--- src/hw/rtl/json_string_unescape_utf8_core_defines.svh ---
// Assertion macros used by the result register of the string unescaper RTL.
`ifndef JSON_STRING_UNESCAPE_UTF8_CORE_DEFINES_SVH
`define JSON_STRING_UNESCAPE_UTF8_CORE_DEFINES_SVH

// Clocked assertion with a reset that disables the check.
`define JSU_ASSERT_CLK(lbl, clk, rst, prop, msg) \
  lbl: assert property (@(posedge clk) disable iff (rst) prop) else $error(msg);

// Clocked assertion that also holds during reset.
`define JSU_ASSERT_ALWAYS(lbl, clk, prop, msg) \
  lbl: assert property (@(posedge clk) prop) else $error(msg);

`endif

--- src/hw/rtl/jsu_pkg.sv ---
// Shared codes, types and functions of the string unescaper.
package jsu_pkg;

  localparam logic [2:0] MODE_NORMAL = 3'd0;
  localparam logic [2:0] MODE_ESC    = 3'd1;
  localparam logic [2:0] MODE_HEX1   = 3'd2;
  localparam logic [2:0] MODE_BSL    = 3'd3;
  localparam logic [2:0] MODE_U      = 3'd4;
  localparam logic [2:0] MODE_HEX2   = 3'd5;

  typedef logic [2:0] status_t;

  localparam status_t ST_OK    = 3'd0;
  localparam status_t ST_QUOTE = 3'd1;
  localparam status_t ST_ESC   = 3'd2;
  localparam status_t ST_HEX   = 3'd3;
  localparam status_t ST_SURR  = 3'd4;
  localparam status_t ST_CTRL  = 3'd5;

  localparam logic [7:0] CH_QUOTE = 8'h22;
  localparam logic [7:0] CH_BSL   = 8'h5C;
  localparam logic [7:0] CH_SLASH = 8'h2F;
  localparam logic [7:0] CH_U     = 8'h75;
  localparam logic [7:0] CH_B     = 8'h62;
  localparam logic [7:0] CH_F     = 8'h66;
  localparam logic [7:0] CH_N     = 8'h6E;
  localparam logic [7:0] CH_R     = 8'h72;
  localparam logic [7:0] CH_T     = 8'h74;

  // Results caused by one input byte; bytes[0] goes out first.
  typedef struct packed {
    logic [2:0]      cnt;
    logic            is_status;
    status_t         status;
    logic [3:0][7:0] bytes;
  } jsu_group_t;

  // Value of a hex digit in bits 3:0; bit 4 set when the byte is no digit.
  function automatic logic [4:0] hex_value(logic [7:0] b);
    logic [4:0] v;
    v = 5'h10;
    if (b >= 8'h30 && b <= 8'h39) begin
      v = {1'b0, b[3:0]};
    end else if ((b >= 8'h41 && b <= 8'h46) || (b >= 8'h61 && b <= 8'h66)) begin
      v = {1'b0, b[3:0] + 4'd9};
    end
    return v;
  endfunction

  function automatic jsu_group_t status_group(status_t st);
    jsu_group_t g;
    g.cnt       = 3'd1;
    g.is_status = 1'b1;
    g.status    = st;
    g.bytes     = '0;
    return g;
  endfunction

  function automatic jsu_group_t byte_group(logic [7:0] b);
    jsu_group_t g;
    g.cnt       = 3'd1;
    g.is_status = 1'b0;
    g.status    = ST_OK;
    g.bytes     = {24'h0, b};
    return g;
  endfunction

  // UTF-8 encoding of a code point of up to 21 bits.
  function automatic jsu_group_t utf8_group(logic [20:0] u);
    jsu_group_t g;
    g.is_status = 1'b0;
    g.status    = ST_OK;
    g.bytes     = '0;
    if (u <= 21'h7F) begin
      g.cnt      = 3'd1;
      g.bytes[0] = {1'b0, u[6:0]};
    end else if (u <= 21'h7FF) begin
      g.cnt      = 3'd2;
      g.bytes[0] = {3'b110, u[10:6]};
      g.bytes[1] = {2'b10, u[5:0]};
    end else if (u <= 21'hFFFF) begin
      g.cnt      = 3'd3;
      g.bytes[0] = {4'b1110, u[15:12]};
      g.bytes[1] = {2'b10, u[11:6]};
      g.bytes[2] = {2'b10, u[5:0]};
    end else begin
      g.cnt      = 3'd4;
      g.bytes[0] = {5'b11110, u[20:18]};
      g.bytes[1] = {2'b10, u[17:12]};
      g.bytes[2] = {2'b10, u[11:6]};
      g.bytes[3] = {2'b10, u[5:0]};
    end
    return g;
  endfunction

endpackage

--- src/hw/rtl/json_string_unescape_utf8_core.sv ---
// Output: a result is registered and appears in the cycle after its input byte is accepted.
// Throughput: one byte per cycle while the output is ready; a byte that yields more
// than one result (up to four UTF-8 bytes) holds the input while the result register drains.
// Reset: synchronous, active high; clears the parser state and empties the
// result register.
// Top level of the JSON string unescaper with UTF-8 output.
module json_string_unescape_utf8_core
  import jsu_pkg::*;
(
  input  logic        clk,
  input  logic        rst,
  input  logic        s_tvalid,
  output logic        s_tready,
  input  logic [7:0]  s_tdata,   // in_byte[7:0]
  input  logic        s_tuser,   // first_of_string
  output logic        m_tvalid,
  input  logic        m_tready,
  output logic [15:0] m_tdata,   // out_byte[7:0], status[10:8], zero[15:11]
  output logic        m_tuser,   // is_status
  output logic        m_tlast    // last
);

  jsu_group_t grp;
  logic       take;

  assign take = s_tvalid && s_tready;

  jsu_decode u_decode (
    .clk             (clk),
    .rst             (rst),
    .take            (take),
    .in_byte         (s_tdata),
    .first_of_string (s_tuser),
    .grp             (grp)
  );

  jsu_emit u_emit (
    .clk      (clk),
    .rst      (rst),
    .load     (take),
    .grp_in   (grp),
    .ready    (s_tready),
    .m_tvalid (m_tvalid),
    .m_tready (m_tready),
    .m_tdata  (m_tdata),
    .m_tuser  (m_tuser),
    .m_tlast  (m_tlast)
  );

endmodule

--- src/hw/rtl/jsu_decode.sv ---
// Escape decoder: parser state registers and the result group of one byte.
module jsu_decode
  import jsu_pkg::*;
(
  input  logic       clk,
  input  logic       rst,
  input  logic       take,
  input  logic [7:0] in_byte,
  input  logic       first_of_string,
  output jsu_group_t grp
);

  logic [2:0]  mode, mode_cur, mode_next;
  logic [1:0]  hex_count, hex_count_cur, hex_count_next;
  logic [15:0] code_value, code_value_cur, code_value_next;
  logic [9:0]  high_surrogate, high_surrogate_cur, high_surrogate_next;
  logic        halted, halted_cur, halted_next;

  logic [4:0]  digit;
  logic [15:0] code_shift;
  logic [20:0] pair_cp;

  assign mode_cur           = first_of_string ? MODE_NORMAL : mode;
  assign hex_count_cur      = first_of_string ? 2'd0 : hex_count;
  assign code_value_cur     = first_of_string ? 16'd0 : code_value;
  assign high_surrogate_cur = first_of_string ? 10'd0 : high_surrogate;
  assign halted_cur         = first_of_string ? 1'b0 : halted;

  assign digit      = hex_value(in_byte);
  assign code_shift = {code_value_cur[11:0], digit[3:0]};
  assign pair_cp    = {1'b0, high_surrogate_cur, code_shift[9:0]} + 21'h10000;

  always_comb begin
    mode_next           = mode_cur;
    hex_count_next      = hex_count_cur;
    code_value_next     = code_value_cur;
    high_surrogate_next = high_surrogate_cur;
    halted_next         = halted_cur;
    grp                 = '0;
    if (!halted_cur) begin
      unique case (mode_cur)
        MODE_ESC: begin
          mode_next = MODE_NORMAL;
          unique case (in_byte)
            CH_U: begin
              mode_next       = MODE_HEX1;
              hex_count_next  = 2'd0;
              code_value_next = 16'd0;
            end
            CH_QUOTE: grp = byte_group(CH_QUOTE);
            CH_BSL:   grp = byte_group(CH_BSL);
            CH_SLASH: grp = byte_group(CH_SLASH);
            CH_B:     grp = byte_group(8'h08);
            CH_F:     grp = byte_group(8'h0C);
            CH_N:     grp = byte_group(8'h0A);
            CH_R:     grp = byte_group(8'h0D);
            CH_T:     grp = byte_group(8'h09);
            default: begin
              grp         = status_group(ST_ESC);
              halted_next = 1'b1;
            end
          endcase
        end
        MODE_HEX1, MODE_HEX2: begin
          if (digit[4]) begin
            grp         = status_group(ST_HEX);
            halted_next = 1'b1;
            mode_next   = MODE_NORMAL;
          end else begin
            code_value_next = code_shift;
            if (hex_count_cur != 2'd3) begin
              hex_count_next = hex_count_cur + 2'd1;
            end else begin
              hex_count_next = 2'd0;
              if (mode_cur == MODE_HEX1) begin
                if (code_shift[15:10] == 6'b110110) begin
                  high_surrogate_next = code_shift[9:0];
                  mode_next           = MODE_BSL;
                end else begin
                  mode_next = MODE_NORMAL;
                  grp       = utf8_group({5'd0, code_shift});
                end
              end else if (code_shift[15:10] != 6'b110111) begin
                grp         = status_group(ST_SURR);
                halted_next = 1'b1;
                mode_next   = MODE_NORMAL;
              end else begin
                mode_next = MODE_NORMAL;
                grp       = utf8_group(pair_cp);
              end
            end
          end
        end
        MODE_BSL: begin
          if (in_byte == CH_BSL) begin
            mode_next = MODE_U;
          end else begin
            grp         = status_group(ST_SURR);
            halted_next = 1'b1;
            mode_next   = MODE_NORMAL;
          end
        end
        MODE_U: begin
          if (in_byte == CH_U) begin
            mode_next       = MODE_HEX2;
            hex_count_next  = 2'd0;
            code_value_next = 16'd0;
          end else begin
            grp         = status_group(ST_SURR);
            halted_next = 1'b1;
            mode_next   = MODE_NORMAL;
          end
        end
        default: begin
          mode_next = MODE_NORMAL;
          priority if (in_byte == CH_QUOTE) begin
            grp         = status_group(ST_OK);
            halted_next = 1'b1;
          end else if (in_byte == CH_BSL) begin
            mode_next = MODE_ESC;
          end else if (in_byte == 8'h00) begin
            grp         = status_group(ST_QUOTE);
            halted_next = 1'b1;
          end else if (in_byte < 8'h20) begin
            grp         = status_group(ST_CTRL);
            halted_next = 1'b1;
          end else begin
            grp = byte_group(in_byte);
          end
        end
      endcase
    end
  end

  always_ff @(posedge clk) begin
    if (rst) begin
      mode           <= MODE_NORMAL;
      hex_count      <= 2'd0;
      code_value     <= 16'd0;
      high_surrogate <= 10'd0;
      halted         <= 1'b0;
    end else if (take) begin
      mode           <= mode_next;
      hex_count      <= hex_count_next;
      code_value     <= code_value_next;
      high_surrogate <= high_surrogate_next;
      halted         <= halted_next;
    end
  end

endmodule

--- src/hw/rtl/jsu_emit.sv ---
// Result register that sends the bytes of one group as single transactions.
`include "json_string_unescape_utf8_core_defines.svh"

module jsu_emit
  import jsu_pkg::*;
(
  input  logic        clk,
  input  logic        rst,
  input  logic        load,
  input  jsu_group_t  grp_in,
  output logic        ready,
  output logic        m_tvalid,
  input  logic        m_tready,
  output logic [15:0] m_tdata,  // out_byte[7:0], status[10:8], zero[15:11]
  output logic        m_tuser,  // is_status
  output logic        m_tlast
);

  logic [2:0]      cnt, cnt_next;
  logic [1:0]      idx, idx_next;
  logic            is_status;
  status_t         status;
  logic [3:0][7:0] bytes;
  logic            at_last;
  logic            out_take;

  assign at_last  = ({1'b0, idx} == (cnt - 3'd1));
  assign out_take = m_tvalid && m_tready;
  assign ready    = (cnt == 3'd0) || (m_tready && at_last);

  assign m_tvalid = (cnt != 3'd0);
  assign m_tdata  = {5'd0, status, bytes[idx]};
  assign m_tuser  = is_status;
  assign m_tlast  = at_last;

  always_comb begin
    cnt_next = cnt;
    idx_next = idx;
    if (load) begin
      cnt_next = grp_in.cnt;
      idx_next = 2'd0;
    end else if (out_take) begin
      if (at_last) begin
        cnt_next = 3'd0;
      end else begin
        idx_next = idx + 2'd1;
      end
    end
  end

  always_ff @(posedge clk) begin
    if (rst) begin
      cnt <= 3'd0;
      idx <= 2'd0;
    end else begin
      cnt <= cnt_next;
      idx <= idx_next;
    end
  end

  always_ff @(posedge clk) begin
    if (load) begin
      is_status <= grp_in.is_status;
      status    <= grp_in.status;
      bytes     <= grp_in.bytes;
    end
  end

  `JSU_ASSERT_CLK(a_status_single, clk, rst,
                  (m_tvalid && is_status) |-> (cnt == 3'd1),
                  "status group holds more than one transaction")
  `JSU_ASSERT_CLK(a_idx_in_group, clk, rst, m_tvalid |-> ({1'b0, idx} < cnt),
                  "byte index beyond group")
  `JSU_ASSERT_CLK(a_data_no_status, clk, rst,
                  (m_tvalid && !m_tuser) |-> (m_tdata[10:8] == ST_OK),
                  "data transaction carries a status")
  `JSU_ASSERT_ALWAYS(a_group_size, clk, rst || (cnt <= 3'd4), "group count above four")

endmodule
--- config.mk ---
export PLATFORM = sky130hd
export DESIGN_NAME = json_string_unescape_utf8_core
export DESIGN_NICKNAME = d
export VERILOG_FILES = /design/src/hw/rtl/jsu_pkg.sv /design/src/hw/rtl/json_string_unescape_utf8_core.sv /design/src/hw/rtl/jsu_decode.sv /design/src/hw/rtl/jsu_emit.sv
export VERILOG_INCLUDE_DIRS = /design/src /design/src/hw/rtl
export SDC_FILE = /design/constraint.sdc
export NUM_CORES = 1
export LEC_CHECK = 0
export ABC_AREA = 1
export BUFFER_PORTS_ARGS = -buffer_cell sky130_fd_sc_hd__buf_2
export CAP_MARGIN = 25
export CORE_ASPECT_RATIO = 1.25
export CORE_MARGIN = 4
export CORE_UTILIZATION = 50
export DETAILED_ROUTE_END_ITERATION = 6
export GPL_TIMING_DRIVEN = 0
export PLACE_DENSITY = 0.69
export SLEW_MARGIN = 0
export SYNTH_ARGS = -nofsm -noshare
export SYNTH_HDL_FRONTEND = slang
export SYNTH_SLANG_ARGS = --single-unit
export TNS_END_PERCENT = 50
--- constraint.sdc ---
create_clock -name clk -period 4.05 [get_ports clk]
set_clock_uncertainty 0.05 [all_clocks]
set_input_delay 0.2025 -clock clk [delete_from_list [all_inputs] [get_ports clk]]
set_output_delay 0.2025 -clock clk [all_outputs]
set_load 0.02 [all_outputs]
==> metrics.md <==
| Metric | Value |
|---|---|
| Layout cells sized above 1 | `0.142` |
| Final setup viols | `0` |
| Number of global-route vias before repair | `5387` |
| Startpoint types | `flop` |
| I/O pins | `33` |
| DR vias | `5796` |
| Gate Count Post-Synth | `786` |
| Reg clk slew, reported paths | `60 ps` |
| Drt pass-1 iters | `6` |
| Adder-Cell Fraction of Synth Area | `0.0211` |
| Post-synth cell types | `56` |
| Minimum clock period | `3210 ps` |
| Final core occ | `0.577` |
| TritonCTS clock tree | `yes` |
| Cts repair resizes | `0` |
| Most common cell after layout, fill and taps aside | `nand2_1` |
| Ys Warns | `0` |
| Routability cong. | `1.02` |
| Levels on crit path | `14` |
| Setup ws final | `844 ps` |
| Fin. Hold Viols | `0` |
| Fin nets | `847` |
| H-tree levels | `3` |
| Highest Clock Rate | `0.312 GHz` |
| Die area | `0.0124 mm²` |
| Critical Path Sink Type | `flop` |
| Total chip power | `1890 µW` |
| Pins Over Slew Limit | `0` |
| Vias/cell | `6.04` |
| Grt ovf | `0` |
| Final wirelength | `18.6 mm` |
| Simple-gate portion of the synthesized area | `0.346` |
| Largest family of logic cells by synthesized area | `simple AND/OR/NAND/NOR gates` |
| Initial DRC count | `692` |
| Total track usage | `0.305` |
| Multiplexer share of the synthesized area | `0` |
| Tightest Pin Transition | `936 ps` |
| Max FO, Critical Path | `10` |
| Top cell type's share of synthesized area | `0.185` |
| Largest net degree at the start of global routing | `43` |
| RSZ-0062 raised after global routing | `no` |
| Core area | `0.0103 mm²` |
| Number of diodes | `0` |
| Residual DRC count | `0` |
| Top_reg_cell synth | `edfxtp_1` |
| Kind of critical path | `reg -> reg` |
| Standard-cell rows | `41` |
| Worst relative slew slack | `0.376` |
| XOR/XNOR Fraction of Synth Area | `0.00819` |
| Crit-path leading delay family | `simple AND/OR/NAND/NOR gates` |
| DR WL/cell | `19.4 µm` |
| DRT antenna net count | `0` |
| Post-synthesis cell area | `0.00534 mm²` |
| Max-cap violation count | `0` |
| Worst r2r path cells | `14` |
| Clock sinks | `66` |
| Register area share after synthesis | `0.309` |
| Die Width | `100 µm` |
| Hold depth | `4` |
| Commonest non-fill, non-tap cells in the layout | `nand2_1 (159), inv_1 (97), nor2_1 (82)` |
| Asr flop ratio synth | `0` |
| Period utilisation layout | `0.792` |
| DP Wirelength | `14.6 mm` |
| Global-route wire length before repair | `29.0 mm` |
| Peak supply drop | `0.277 mV` |
| Worst path max stage delay | `480 ps` |
| Buffers on Ports | `24` |
| Initial antenna violation count | `0` |
| Ranking of synthesized cells by area | `edfxtp_1 (19%), dfxtp_1 (12%), nand2_1 (11%)` |
| Starting Density | `0.521` |
| Seq cells post-synth | `66` |
| Die H | `124 µm` |
| Area grow syn2layout | `10.8%` |
| CP Cell Sequence | `inv_1 > ha_1 > xor2_1 > nand3_1 > inv_1 > nand2_1 > nand2_1 > nand2_1 > nor2_2 > clkinv_1 > a21oi_1 > o21ai_0 > o211ai_1 > inv_1` |
| HP Class | `in -> reg` |
| EDFF count, synth | `33` |
| CTS root buffer | `clkbuf_16` |
| CP Data Arrival Time | `3390 ps` |
| Buf+Inv Stages, Crit Path | `4` |
| Final hold slack | `158 ps` |
| Status | `finished, final reports clean` |
| Largest area contributor in the netlist | `edfxtp_1` |
| Post-CTS Setup Bufs | `0` |
| Clock tree buffer depth | `2` |
| Pre-CTS setup slack | `985 ps` |
| # hold bufs at CTS | `0` |
| Clk_lat worst skew | `350 ps` |
| Leakage power | `0.00249 µW` |
| CTS Buf Count | `9` |
| Pwr dens | `318 mW/mm²` |
| Compound-Gate Fraction of Synth Area | `0.205` |
| TNS Setup | `0 ps` |
| Avg Cell Area, Syn | `6.80 µm²` |
| Worst path slowest cell | `nor2_2` |
| Req. time, crit path | `4240 ps` |
metal layers:
metal / wire [µm] / vias up / GRT usage / part of all wire
met5: 0 / - / 0 / 0
met3: 1630 / 84 / 0.0527 / 0.088
li1: - / 2762 / - / -
met2: 8440 / 343 / 0.486 / 0.45
met1: 7460 / 2607 / 0.392 / 0.40
met4: 1110 / 0 / 0.172 / 0.059
state kept, by name, indices dropped and copies added, names as in the netlist:
| register | flops |
|---|---|
| u_decode.hex_count | 2 |
| u_decode.high_surrogate | 10 |
| u_emit.cnt | 3 |
| u_emit.bytes | 29 |
| u_decode.halted | 1 |
| u_emit.m_tuser | 1 |
| u_emit.idx | 2 |
| u_emit.status | 3 |
| u_decode.mode | 3 |
| u_decode.code_value | 12 |
power breakdown:
part           internal, µW  leakage [µW]  switching [µW]
clock network           432      0.000143             317
logic                  98.4       0.00175             263
registers               753      0.000600            22.9
synthesized netlist by cell type (6+ instances only):
cell,instances
inv_1,97
dfxtp_1,33
nand2_1,159
nand3_1,49
o211ai_1,12
a31oi_1,8
o22ai_1,15
o21ai_0,63
nand2_4,7
nor2_1,82
inv_2,13
buf_4,6
a21oi_1,54
a221oi_1,8
nor2_2,16
edfxtp_1,33
nor3_1,21
ha_1,9
nand4_1,12
clkbuf_1,12
o21ai_1,8
worst paths after layout:
kind                           endpoint                   start  slack [ps]
max          u_decode.high_surrogate[5]           u_emit.cnt[0]         840
min                       u_emit.cnt[2]                m_tready         160
max reg2reg  u_decode.high_surrogate[5]           u_emit.cnt[0]         840
min reg2reg      u_decode.code_value[0]  u_decode.code_value[0]         420
area by class of cell:
cell class	instances	area [µm²]
inverter	114	432
clock inverter	6	41.3
tap	129	161
sequential	66	1650
clock buffer	10	239
fill	999	4340
timing repair buffer	24	120
multi-input combinational	584	3120
buffer	26	154
worst reg2reg max path, stage by stage (launching register included):
cell and delay, ps:
dfxtp_1 380, inv_1 80, ha_1 310, xor2_1 130
nand3_1 130, inv_1 90, nand2_1 60, nand2_1 90
nand2_1 320, nor2_2 480, clkinv_1 470, a21oi_1 220
o21ai_0 110, o211ai_1 110, inv_1 50
through the flow:
| step | instances | instance area [µm²] |
|---|---|---|
| 2_1_floorplan | 790 | 5360 |
| 6_report | 959 | 5920 |
| 5_1_grt | 959 | 5920 |
| 3_3_place_gp | 943 | 5640 |
| 3_5_place_dp | 943 | 5640 |
| 4_1_cts | 959 | 5920 |
cell families (layout without fill, tap and decap cells):
| group | Yosys count | count (layout) |
|---|---|---|
| AOI/OAI and AO/OA | 188 | 188 |
| xor gates and xnor gates | 5 | 5 |
| adders and majority gates | 9 | 9 |
| buffers and inverters | 140 | 180 |
| DFF | 66 | 66 |
| other | 1 | 5 |
| and+or+nand+nor | 377 | 377 |
(Power assumes the default switching activity.)
